===== src/rtl/core/rmu_pkg.sv =====
// ----------------------------------------------------------------------------
// rmu_pkg
// Shared types and constants for the regret matching update block.
// ----------------------------------------------------------------------------
package rmu_pkg;

  localparam int SLOT_W   = 12;
  localparam int ACT_W    = 3;
  localparam int VAL_W    = 32;
  localparam int PROB_W   = 17;
  localparam int MAX_EMIT = 8;
  localparam logic [PROB_W-1:0] ONE_Q16 = 17'd65536;

  // Divider request: pos * 2^16 / sum, or 2^16 / count when sum is 0.
  typedef struct packed {
    logic [47:0] num;
    logic [34:0] den;
  } rmu_div_req_t;

endpackage


===== src/rtl/core/rmu_div.sv =====
// ----------------------------------------------------------------------------
// rmu_div
// Restoring divider, one quotient bit per cycle, 17-bit quotient.
// ----------------------------------------------------------------------------
module rmu_div (
  input  logic                 clk,
  input  logic                 rst_n,
  input  logic                 start,
  input  rmu_pkg::rmu_div_req_t req,
  output logic                 done,
  output logic [16:0]          quot
);
  import rmu_pkg::*;

  // Quotient is known to fit in 17 bits (pos <= sum), so only the low 17
  // numerator bit positions are walked; the remainder starts with the top.
  logic [35:0] rem_r, rem_nxt;
  logic [34:0] den_r;
  logic [16:0] q_r, q_nxt;
  logic [16:0] nlo_r, nlo_nxt;
  logic [4:0]  cnt_r;
  logic        busy_r;
  logic [35:0] sh;

  always_comb begin
    sh      = {rem_r[34:0], nlo_r[16]};
    nlo_nxt = {nlo_r[15:0], 1'b0};
    if (sh >= {1'b0, den_r}) begin
      rem_nxt = sh - {1'b0, den_r};
      q_nxt   = {q_r[15:0], 1'b1};
    end else begin
      rem_nxt = sh;
      q_nxt   = {q_r[15:0], 1'b0};
    end
  end

  always_ff @(posedge clk) begin
    if (!rst_n) begin
      busy_r <= 1'b0;
      done   <= 1'b0;
      cnt_r  <= '0;
    end else begin
      done <= 1'b0;
      if (start) begin
        busy_r <= 1'b1;
        cnt_r  <= 5'd17;
        rem_r  <= {5'd0, req.num[47:17]};
        nlo_r  <= req.num[16:0];
        den_r  <= req.den;
        q_r    <= '0;
      end else if (busy_r) begin
        rem_r <= rem_nxt;
        nlo_r <= nlo_nxt;
        q_r   <= q_nxt;
        cnt_r <= cnt_r - 5'd1;
        if (cnt_r == 5'd1) begin
          busy_r <= 1'b0;
          done   <= 1'b1;
        end
      end
    end
  end

  assign quot = q_r;

endmodule


===== config.mk =====
export PLATFORM = sky130hd
export DESIGN_NAME = rmu_div
export DESIGN_NICKNAME = d
export VERILOG_FILES = /design/src/rtl/core/rmu_pkg.sv /design/src/rtl/core/rmu_div.sv
export SDC_FILE = /design/constraint.sdc
export NUM_CORES = 1
export LEC_CHECK = 0
export BUFFER_PORTS_ARGS = -buffer_cell sky130_fd_sc_hd__clkbuf_2
export CAP_MARGIN = 25
export CORE_MARGIN = 4
export CORE_UTILIZATION = 55
export DETAILED_ROUTE_END_ITERATION = 8
export GPL_TIMING_DRIVEN = 0
export PLACE_DENSITY = 0.86
export SKIP_CTS_REPAIR_TIMING = 1
export SLEW_MARGIN = 20
export SYNTH_ARGS = -nofsm -noshare
export SYNTH_HDL_FRONTEND = slang
export SYNTH_SLANG_ARGS = --single-unit

===== constraint.sdc =====
create_clock -name clk -period 8.55 [get_ports clk]
set_clock_uncertainty 0.15 [all_clocks]
set_input_delay 0.4275 -clock clk [delete_from_list [all_inputs] [get_ports clk]]
set_output_delay 0.4275 -clock clk [all_outputs]
set_load 0.005 [all_outputs]

==> results of run 1 <==
-- flip-flops by register name, summed over array words and instances, names as in the netlist --
signal,count
busy_r,1
cnt_r,5
den_r,35
done,1
nlo_r,17
quot,17
rem_r,35
-- cell type report --
class / count / area [um^2] / share of cell area (%)
sequential: 111 / 3260 / 42.6
multi-input combinational: 412 / 2930 / 38.2
timing repair buffer: 105 / 563 / 7.34
clock buffer: 9 / 225 / 2.94
buffer: 37 / 223 / 2.90
inverter: 54 / 203 / 2.64
tap: 143 / 179 / 2.33
clock inverter: 7 / 80.1 / 1.04
-- worst paths after layout --
check            from   endpoint  cells after the start  slack [ns]
max          rem_r[6]  rem_r[11]                      9        5.00
min           req[17]  den_r[17]                      1        0.09
max reg2reg  rem_r[6]  rem_r[11]                      9        5.00
min reg2reg  cnt_r[1]   cnt_r[1]                      2        0.39
-- cells by family after synthesis --
kind of cell | Yosys count
AO/OA/AOI/OAI | 152
XOR/XNOR | 32
adder cells (fa/ha/maj) | 38
buffers and inverters | 91
flip-flops | 111
multiplexers | 31
AND/OR/NAND/NOR | 159
-- critical path, cell delays in order (launching register included) --
cell                       delay, ns
sky130_fd_sc_hd__edfxtp_1       0.40
sky130_fd_sc_hd__ha_1           0.41
sky130_fd_sc_hd__a211oi_2       0.28
sky130_fd_sc_hd__o21bai_1       0.16
sky130_fd_sc_hd__o31ai_1        0.53
sky130_fd_sc_hd__nand4_1        0.27
sky130_fd_sc_hd__a31oi_4        0.37
sky130_fd_sc_hd__buf_2          0.31
sky130_fd_sc_hd__o21ai_0        0.14
sky130_fd_sc_hd__mux2_2         0.28
-- synth_stat cells (2+ instances only) --
master	instances
sky130_fd_sc_hd__a2111oi_0	2
sky130_fd_sc_hd__a211oi_1	8
sky130_fd_sc_hd__a211oi_2	2
sky130_fd_sc_hd__a21boi_0	3
sky130_fd_sc_hd__a21boi_1	2
sky130_fd_sc_hd__a21o_1	8
sky130_fd_sc_hd__a21oi_1	42
sky130_fd_sc_hd__a221o_1	4
sky130_fd_sc_hd__a22o_1	3
sky130_fd_sc_hd__a31oi_1	4
sky130_fd_sc_hd__a41oi_1	2
sky130_fd_sc_hd__and2_1	6
sky130_fd_sc_hd__and3_1	7
sky130_fd_sc_hd__and4_1	2
sky130_fd_sc_hd__buf_2	4
sky130_fd_sc_hd__buf_4	19
sky130_fd_sc_hd__clkbuf_1	12
sky130_fd_sc_hd__dfxtp_1	7
sky130_fd_sc_hd__edfxtp_1	104
sky130_fd_sc_hd__ha_1	37
sky130_fd_sc_hd__inv_1	54
sky130_fd_sc_hd__mux2_2	28
sky130_fd_sc_hd__mux2i_1	3
sky130_fd_sc_hd__nand2_1	42
sky130_fd_sc_hd__nand2b_1	8
sky130_fd_sc_hd__nand3_1	11
sky130_fd_sc_hd__nand4_1	7
sky130_fd_sc_hd__nor2_1	36
sky130_fd_sc_hd__nor2b_1	21
sky130_fd_sc_hd__nor3_1	10
sky130_fd_sc_hd__o211ai_1	10
sky130_fd_sc_hd__o21a_1	13
sky130_fd_sc_hd__o21ai_0	27
sky130_fd_sc_hd__o21ai_1	5
sky130_fd_sc_hd__o21bai_1	3
sky130_fd_sc_hd__o31ai_1	2
sky130_fd_sc_hd__or2_2	2
sky130_fd_sc_hd__or3_1	2
sky130_fd_sc_hd__xnor2_1	19
sky130_fd_sc_hd__xor2_1	13
-- metal layers --
metal	track usage (%)	share of wire, %	vias to the layer above
li1	-	-	2447
met2	35.5	47	167
met4	10.5	3.1	0
met3	3.80	5.7	39
met5	0	0	-
met1	27.4	44	2363
-- report_power, final --
| part | switching, mW | leakage (nW) | internal (mW) |
|---|---|---|---|
| sequential | 0.0211 | 1.05 | 0.652 |
| combinational | 0.231 | 2.03 | 0.182 |
| clock | 0.205 | 0.143 | 0.230 |
| total | 0.458 | 3.22 | 1.06 |
==> summary by stage, run 1 <==
Synth
Counting flops with a built-in enable in the synthesized netlist gives 104. The most used flip-flop cell after synthesis is sky130_fd_sc_hd__edfxtp_1. In this run, synthesis produced a sequential element count of 111.

In the post-synthesis netlist, the biggest area contributors are sky130_fd_sc_hd__edfxtp_1, sky130_fd_sc_hd__ha_1, sky130_fd_sc_hd__mux2_2, sky130_fd_sc_hd__a21oi_1, sky130_fd_sc_hd__inv_1. The mux cell area share after synthesis is 5.22%. After synthesis, the largest family of logic cells by area is compound AO/OA/AOI/OAI gates. The number of distinct standard cells referenced by the synthesized netlist is 60. The cell area after technology mapping is 6610 um^2.

After technology mapping, the gate count stands at approximately 610. The leading area contributor after synthesis is sky130_fd_sc_hd__edfxtp_1. The adder-cell share of the synthesized area is 7.31%.

The simple-gate share of the synthesized area is 12.0%. The share of Yosys cell area claimed by the top area cell type is 47.2%. During synthesis, Yosys emitted a total of 0 warnings.

The mean area per synthesized cell is roughly 11 um^2. After Yosys synthesis, XOR and XNOR cells account for 4.24% of the synthesized area. Sequential cells were found to cover 49.4% of the synthesized design area. The net count after synthesis is 738. The area fraction in compound gates after synthesis is 15.5%.

Counting flops with an async set or reset pin after synthesis yields a share of 0%.

Power and ir drop
Overall power consumption after layout is estimated at 1.52 mW. The cell leakage power is 3.22 nW. IR analysis of the VDD net gives a maximum drop of 0.000141 V.

The power density normalized to cell area is 199 nW/um^2.

Layout
The share of layout cells above drive strength 1 is about 25%. After filler insertion, the fill cell instance count of the layout stands at 924. The fraction of the core area covered by cells at the end of the flow is roughly two thirds. The synthesis-to-layout area growth is 16.0%. The total inserted antenna cells is 0. The final net count is between 800 and 900. The top cell types in the final layout, fill and taps aside, are sky130_fd_sc_hd__edfxtp_1, sky130_fd_sc_hd__clkbuf_2, sky130_fd_sc_hd__inv_1, sky130_fd_sc_hd__nand2_1, sky130_fd_sc_hd__a21oi_1. Summing all non-filler instances in the final layout gives an area of about 7700 um^2. The most common library cell in the layout ignoring fill and taps is sky130_fd_sc_hd__edfxtp_1. Leaving out filler cells and counting taps, the final layout contains 878.

Global routing
The number of antenna violations at the first check in global routing came to 0. The pin count of the biggest net entering global routing is 47. Global routing consumed, over all layers together, 21.5% of the routing resources. The wire length of the first global-routing pass is 24.2 mm. The via count of the first global-routing pass came to around 5100. Global routing finished with a remaining overflow of 0.

Timing
The worst slew margin relative to its limit is 50.9%. At the pin with the least slew margin, the transition time is 0.718 ns. The final critical path takes up 41.5% of the cycle. Final hold analysis gives a worst-case slack of ~0.086 ns. The number of setup violations in the final report is 0. The final count of pins violating max slew was 0. Counting I/O delays and the setup requirement, the final critical path takes approximately 3.5 ns.

The final worst slack is 5.00 ns. Setup repair after global routing left no endpoint under its margin. Derived from the worst setup path, the maximum achievable clock frequency is about 280 MHz. The hold violation count in the final report is 0. Adding up every negative setup slack in the final design gives 0 ns.

Drt
For this run, design rule violations remaining after detail routing come to 0. Summed over all layers, the routed wires come to around 15 mm. The routed layout has 5016 vias. The first detailed-routing pass took 5 iterations. The number of DRC violations after detailed-routing iteration 0 is 236. Dividing the detail-routed via count by the number of cells gives ~5.7. The count of nets left with antenna violations once routing finished came out at 0.

In the final routed layout, each cell accounts on average for between 15 and 20 um.

Die
The die span in y is 118 um. The initialized floorplan defines 39 standard-cell rows. After floorplanning, the core was sized to cover ~12000 um^2.

Once the floorplan was initialized, standard cells occupied 56.9% of the core. The die outline area is 13800 um^2. In this run the count of I/O pins placed on the die edge is 104.

The die is 118 um wide.

Placed design
After legalization and detailed placement, the total HPWL measured 11.1 mm. At the end of routability-driven placement, the weighted congestion stood at 0.930. During placement, the flow inserted port buffers numbering 103.

The placed instances occupy a cell area of 7360 um^2. The post-placement setup slack is 5.08 ns. The total placed cells including tap cells is 862.

Outcome
The flow ran to the end, and the final reports show no timing, DRC or antenna violations.

Critical path
The startpoint type of the worst setup path is a register. The required time of the critical path is 8.51 ns. STA puts the critical path data arrival time at 3.51 ns.

The setup path with the least slack is of type register to register. The kind of capture point of the worst setup path is a register. The maximum fanout encountered on the critical timing path is 10.

Clock tree
The cell sitting at the root of the clock tree is a sky130_fd_sc_hd__clkbuf_16. The post-CTS clock slew at the launch and capture registers of the worst setup and hold paths is 0.07 ns. The latest clock arrival within the worst-skew pair is 0.36 ns. In this run the deepest clock path goes through 2 buffers. Clock tree synthesis inserted a total of 9 buffers. TritonCTS built the clock tree.

The H-tree generated during clock tree synthesis spans 3 levels. CTS saw between 100 and 150 sinks.

Hold path
The class of the tightest hold or removal check is primary input to register.

Run
The number of maximum-capacitance violations is 0.
No activity file was read; power rests on OpenSTA's default activity.
==> inputs of run 2 (changes only) <==
Settings changed: CORE_UTILIZATION 55 to 52, PLACE_DENSITY 0.86 to 0.85.
Clock period 8.55 ns to 2.87 ns, I/O delays scaled along.
==> summary by stage, run 2 (same netlist as run 1, synthesis figures left out) <==
Die
The chip width came to 121 um (+2.6%). The die span in y is 121 um (+2.6%). The floorplan core area is 12200 um^2 (+5.1%). The count of boundary I/O pins came to 104 (unchanged). The number of rows in the core area is 40 (+2.6%). The initial cell density of the core is 54.1% (-2.8 points).

The die outline area is 14600 um^2 (+5.4%).

Critical path
The worst-case reg-to-reg path depth is 14 (+5). The required time of the critical path is 2.81 ns (-5.70 ns). The setup path with the least slack is of type register to register. STA classifies the critical path endpoint as a register. The internal reg-to-reg setup slack is -0.52 ns (-5.52 ns).

The maximum fanout encountered on the critical timing path was 8 (-2). The data arrival time of the critical path came to 3.33 ns (-0.18 ns). The startpoint of the worst register-to-register path is nlo_r[16].

The endpoint of the worst-slack reg-to-reg timing path is rem_r[24]. STA classifies the critical path startpoint as a register.

Global routing
The pin count of the biggest net entering global routing is 46 (-2.1%). The wire length of the first global-routing pass is 24.2 mm (about the same). The via count of the first global-routing pass is 5046 (-0.73%). The overall overflow remaining after global route came to 0 (unchanged).

The number of antenna violations at the first check in global routing is 0 (unchanged). The total routing usage reported by global routing came to 21.3% (-0.23 points).

Clock tree
The maximum level of the CTS H-tree was 3 (unchanged). The clock net sink count is 111 (unchanged). The TritonCTS clock tree is built.

The post-CTS clock slew at the launch and capture registers of the worst setup and hold paths was 0.07 ns (about the same). The master cell of the clock root buffer is sky130_fd_sc_hd__clkbuf_16. The latest clock arrival within the worst-skew pair is 0.36 ns (about the same).

The number of buffers between clock root and the deepest sink is 2 (unchanged). The number of buffers added by the clock tree synthesis step is 9 (unchanged).

Timing
The final count of pins violating max slew came to 0 (unchanged). The worst slew margin relative to its limit is 41.3% (-9.6 points). The number of setup violations in the final report is 36 (+36). The worst hold margin was -0.0284 ns (-0.114 ns). The hold violation count in the final report came to 2 (+2). The maximum frequency from static timing analysis was 295 MHz (+4.6%).

The final critical-path required period came to 3.39 ns (-0.156 ns). The transition at the pin with the smallest max-transition slack was 0.880 ns (+0.162 ns). The period utilization is 118% (+77 points).

The final worst slack is -0.521 ns (-5.52 ns). Setup repair after global routing could not meet its margin everywhere.

Layout
The library cells used most frequently in the layout, excluding fill and tap cells, are sky130_fd_sc_hd__edfxtp_1, sky130_fd_sc_hd__clkbuf_2, sky130_fd_sc_hd__dlygate4sd3_1, sky130_fd_sc_hd__inv_1, sky130_fd_sc_hd__nand2_1. The most common library cell in the layout ignoring fill and taps is sky130_fd_sc_hd__edfxtp_1. The final net count is 967 (+13%).

The total inserted antenna cells is 0 (unchanged). The area growth from synthesis to layout is 38.5%. The largest registers in the layout are den_r (35), rem_r (35). The fraction of the core area covered by cells at the end of the flow is 75.0% (+8.9 points).

The number of standard cells in the layout, taps in and fillers out is 1016 (+16%). The share of layout cells above drive strength 1 is 31.1% (+6.2 points). The area of all placed cells without fillers came to 9150 um^2 (+19%).

Drt
The total number of vias was 5715 (+14%). The number of nets with antenna violations after routing is 0 (unchanged). The number of DRC violations after detailed-routing iteration 0 is 464 (+97%). The DRC violation count after routing came to 0 (unchanged). The average wire per cell in the routed design is 17.9 um (+7.5%). The via-per-instance ratio is 5.63 (-1.5%). The final routed wirelength across all metal layers is 18.2 mm (+24%). The number of iterations in the first detailed-routing pass came to 5 (unchanged).

Placed design
The placer congestion estimate is 0.894 (-3.9%). The quantity of I/O buffers inserted on ports is 103 (unchanged). The total placed cells including tap cells is 887 (+2.9%).

The sum of net half-perimeters after detailed placement is 11.6 mm (+4.7%). The post-detailed-placement cell area is 7430 um^2 (+0.88%).

Hold path
The path with the worst hold slack has its endpoint at rem_r[15]. The class of the tightest hold or removal check is primary input to register. The number of stages on the worst hold path is 3 (+2). The startpoint identified for the worst hold timing path is req[67].

Outcome
The flow ran to the end, but the final reports show violations. The checks that failed: negative hold slack, negative setup slack.

Power and ir drop
The cell leakage power is 3.78 nW (+17%). The worst ir drop on vdd is 0.000330 V (+130%). The power density normalized to cell area was 535 nW/um^2 (+170%).

Run
The number of maximum-capacitance violations is 0 (unchanged).
run 2: layout make-up:
type	count	area, um^2
clock buffers	10	229
plain buffers	37	263
inverters	54	203
fillers	805	3060
repair buffers	217	1680
clock inverters	6	37.5
flip-flops and latches	111	3260
multi-input cells	413	3270
well taps	168	210
run 2: worst max path at each step:
stage	start	endpoint	slack, ns
3_3_place_gp	start	rem_r[20]	-0.69
6_report	nlo_r[16]	rem_r[24]	-0.52
2_1_floorplan	rem_r[10]	rem_r[24]	-0.01
3_5_place_dp	nlo_r[16]	rem_r[14]	-0.68
4_1_cts	nlo_r[16]	rem_r[14]	-0.71
5_1_grt	nlo_r[16]	rem_r[24]	-0.64
run 2: through the flow:
step                      hold slack (ns)  setup TNS, ns  setup slack, ns  total power [mW]
after CTS                          -0.211         -19.45           -0.710              4.43
final                             -0.0284         -15.07           -0.521              4.90
after floorplan                    0.0924        -0.0130          -0.0130              2.94
after global routing             0.000914         -18.30           -0.638              5.11
after detailed placement            0.172         -18.52           -0.678              3.28
after global placement              0.170         -75.05           -0.687              3.23
run 2: layer usage:
| metal | global-route usage (%) | part of all wire [%] | up-vias |
|---|---|---|---|
| met5 | 0 | 0 | - |
| met4 | 11.0 | 3.1 | 0 |
| met1 | 26.1 | 41 | 2769 |
| met3 | 3.37 | 5.4 | 48 |
| met2 | 36.1 | 51 | 218 |
| li1 | - | - | 2680 |
run 2: power breakdown:
group / internal (mW) / switching [mW] / total (mW) / leakage (nW)
Combinational: 0.846 / 0.887 / 1.73 / 2.61
Sequential: 1.94 / 0.0703 / 2.01 / 1.05
Clock: 0.584 / 0.565 / 1.15 / 0.126
run 2: worst max-delay path, cell delays in order, from the launching register on:
cell,delay [ns]
sky130_fd_sc_hd__edfxtp_1,0.41
sky130_fd_sc_hd__inv_2,0.09
sky130_fd_sc_hd__ha_4,0.15
sky130_fd_sc_hd__fa_2,0.24
sky130_fd_sc_hd__nor2b_2,0.06
sky130_fd_sc_hd__o211ai_1,0.22
sky130_fd_sc_hd__a21boi_2,0.13
sky130_fd_sc_hd__o31ai_4,0.34
sky130_fd_sc_hd__nand4_1,0.24
sky130_fd_sc_hd__a31oi_4,0.46
sky130_fd_sc_hd__buf_6,0.20
sky130_fd_sc_hd__buf_4,0.11
sky130_fd_sc_hd__nor2_1,0.04
sky130_fd_sc_hd__a32oi_1,0.20
sky130_fd_sc_hd__o21ai_1,0.08
==> inputs of run 3 (changes only) <==
Settings changed: SETUP_SLACK_MARGIN from default to 0.02.
==> summary by stage, run 3 (same netlist as run 1, synthesis figures left out) <==
Timing
The period utilization is 117% (-1.6 points). The worst slew margin relative to its limit came to 46.4% (+5.1 points). The final worst slack was -0.475 ns (+0.0465 ns).

The final count of pins violating max slew is 0 (unchanged). The transition at the pin with the smallest max-transition slack is 0.804 ns (-0.0763 ns). The final setup TNS is -13.23 ns (+1.84 ns). The final critical-path required period is 3.34 ns (-0.0465 ns). The hold violation count in the final report is 0 (-2). The number of setup violations in the final report came to 36 (unchanged).

The maximum frequency from static timing analysis is 299 MHz (+1.4%). Setup repair after global routing could not meet its margin everywhere.

Global routing
The wire length of the first global-routing pass came to 24.5 mm (+1.3%). The overall overflow remaining after global route is 0 (unchanged). The total routing usage reported by global routing came to 21.1% (-0.13 points). The via count of the first global-routing pass is 5053 (+0.14%).

The number of antenna violations at the first check in global routing is 0 (unchanged). The pin count of the biggest net entering global routing is 46 (unchanged).

Critical path
The data arrival time of the critical path came to 3.30 ns (-0.03 ns). The maximum fanout encountered on the critical timing path is 7 (-1). The delay of the slowest critical-path stage is 0.44 ns (-0.02 ns). The kind of capture point of the worst setup path is a register.

STA classifies the critical path startpoint as a register. The critical path's top delay family is compound AO/OA/AOI/OAI gates. The signal on the critical path passes through ha_1, a21oi_1, a21boi_2, o31ai_4, nand4_1, a31oi_4, buf_6, nor3_2, and3_1, a311o_1. The sum of buffers and inverters on the critical path is 1 (-2). By startpoint and endpoint, the worst setup path is classified as register to register.

The library cell contributing the largest single delay on the critical path is sky130_fd_sc_hd__edfxtp_1. The required time of the critical path came to 2.82 ns (about the same).

Layout
From synthesis to final layout, the design area changed by 33.8%. The final net count came to 950 (-1.8%). The total of fill cells in the finished design is 854 (+6.1%).

The total inserted antenna cells was 0 (unchanged). The largest registers in the layout are den_r (35), rem_r (35). The library cells used most frequently in the layout, excluding fill and tap cells, are sky130_fd_sc_hd__clkbuf_2, sky130_fd_sc_hd__edfxtp_1, sky130_fd_sc_hd__dlygate4sd3_1, sky130_fd_sc_hd__inv_1, sky130_fd_sc_hd__nand2_1. The share of layout cells above drive strength 1 is 27.2% (-3.9 points). The area of all placed cells without fillers is 8850 um^2 (-3.3%).

Placed design
The post-detailed-placement cell area is 7430 um^2 (about the same). The quantity of I/O buffers inserted on ports is 103 (unchanged). The post-placement setup slack is -0.631 ns (+0.0470 ns). The placer congestion estimate was 0.911 (+2.0%). The sum of net half-perimeters after detailed placement is 11.3 mm (-2.5%).

Drt
The final routed wirelength across all metal layers was 17.4 mm (-4.6%). The via-per-instance ratio is 5.62 (about the same). The number of iterations in the first detailed-routing pass was 5 (unchanged). The number of nets with antenna violations after routing is 0 (unchanged). The DRC violation count after routing is 0 (unchanged). The average wire per cell in the routed design is 17.4 um (-3.0%).

The total number of vias was 5618 (-1.7%). The number of DRC violations after detailed-routing iteration 0 was 510 (+9.9%).

Clock tree
The clock net sink count was 111 (unchanged). The post-CTS clock slew at the launch and capture registers of the worst setup and hold paths is 0.07 ns (about the same). The number of buffers added by the clock tree synthesis step is 9 (unchanged). The cell sitting at the root of the clock tree is a sky130_fd_sc_hd__clkbuf_16. The latest clock arrival within the worst-skew pair was 0.36 ns (about the same). The maximum level of the CTS H-tree is 3 (unchanged). The number of buffers between clock root and the deepest sink is 2 (unchanged).

TritonCTS built the clock tree.

Die
The floorplan core area was 12200 um^2 (unchanged). The number of rows in the core area came to 40 (unchanged). The count of boundary I/O pins is 104 (unchanged). The chip width came to 121 um (unchanged). The die span in y was 121 um (unchanged). The die outline area is 14600 um^2 (unchanged).

The initial cell density of the core is 54.1% (unchanged).

Power and ir drop
The cell leakage power came to 3.68 nW (-2.7%). The power density normalized to cell area is 537 nW/um^2 (+0.37%). The worst ir drop on vdd is 0.000344 V (+4.2%). The overall power of the completed layout is 4.75 mW (-3.0%).

Outcome
The final reports fail on negative setup slack. The run finished, with violations left.

Run
The number of maximum-capacitance violations is 0 (unchanged).

Hold path
In this run the worst hold path is classified as primary input to register.
-- run 3: layout make-up --
class	instances	area [um^2]	share of cell area [%]
repair buffers	201	1540	17.4
well taps	168	210	2.38
multi-input cells	412	3100	35.0
inverters	54	203	2.29
plain buffers	37	259	2.93
clock buffers	9	225	2.55
clock inverters	7	46.3	0.523
flip-flops and latches	111	3260	36.9
-- run 3: worst paths after layout --
path                            cells after the start      from  slack (ns)         to
worst max register to register                     10  rem_r[3]       -0.47  rem_r[33]
worst max-delay path                               10  rem_r[3]       -0.47  rem_r[33]
worst min-delay path                                3   req[56]        0.01   rem_r[4]
worst min register to register                      2  cnt_r[1]        0.36   cnt_r[1]
-- run 3: report_power, final --
group,switching [mW],total [mW],internal [mW]
clock,0.595,1.19,0.590
sequential,0.0682,2.01,1.94
combinational,0.808,1.55,0.745
-- run 3: per-layer routing --
metal	track usage, %	wire length, um
met1	27.1	7030
met2	35.1	8750
met3	4.07	1200
met4	8.85	412
met5	0	0
-- run 3: stage by stage --
step | hold slack [ns] | util, % | std cells
floorplan | 0.0924 | - | 614
global placement | 0.170 | 60.4 | 885
detailed placement | 0.172 | 60.9 | 887
CTS | -0.203 | 63.1 | 903
global route | 0.0100 | 72.4 | 999
finish | 0.0100 | 72.4 | 999
-- run 3: worst register-to-register path, stage by stage, from the launching register on --
cell and delay (ns):
sky130_fd_sc_hd__edfxtp_1 0.44, sky130_fd_sc_hd__ha_1 0.41, sky130_fd_sc_hd__a21oi_1 0.33, sky130_fd_sc_hd__a21boi_2 0.16
sky130_fd_sc_hd__o31ai_4 0.34, sky130_fd_sc_hd__nand4_1 0.20, sky130_fd_sc_hd__a31oi_4 0.40, sky130_fd_sc_hd__buf_6 0.19
sky130_fd_sc_hd__nor3_2 0.04, sky130_fd_sc_hd__and3_1 0.14, sky130_fd_sc_hd__a311o_1 0.28
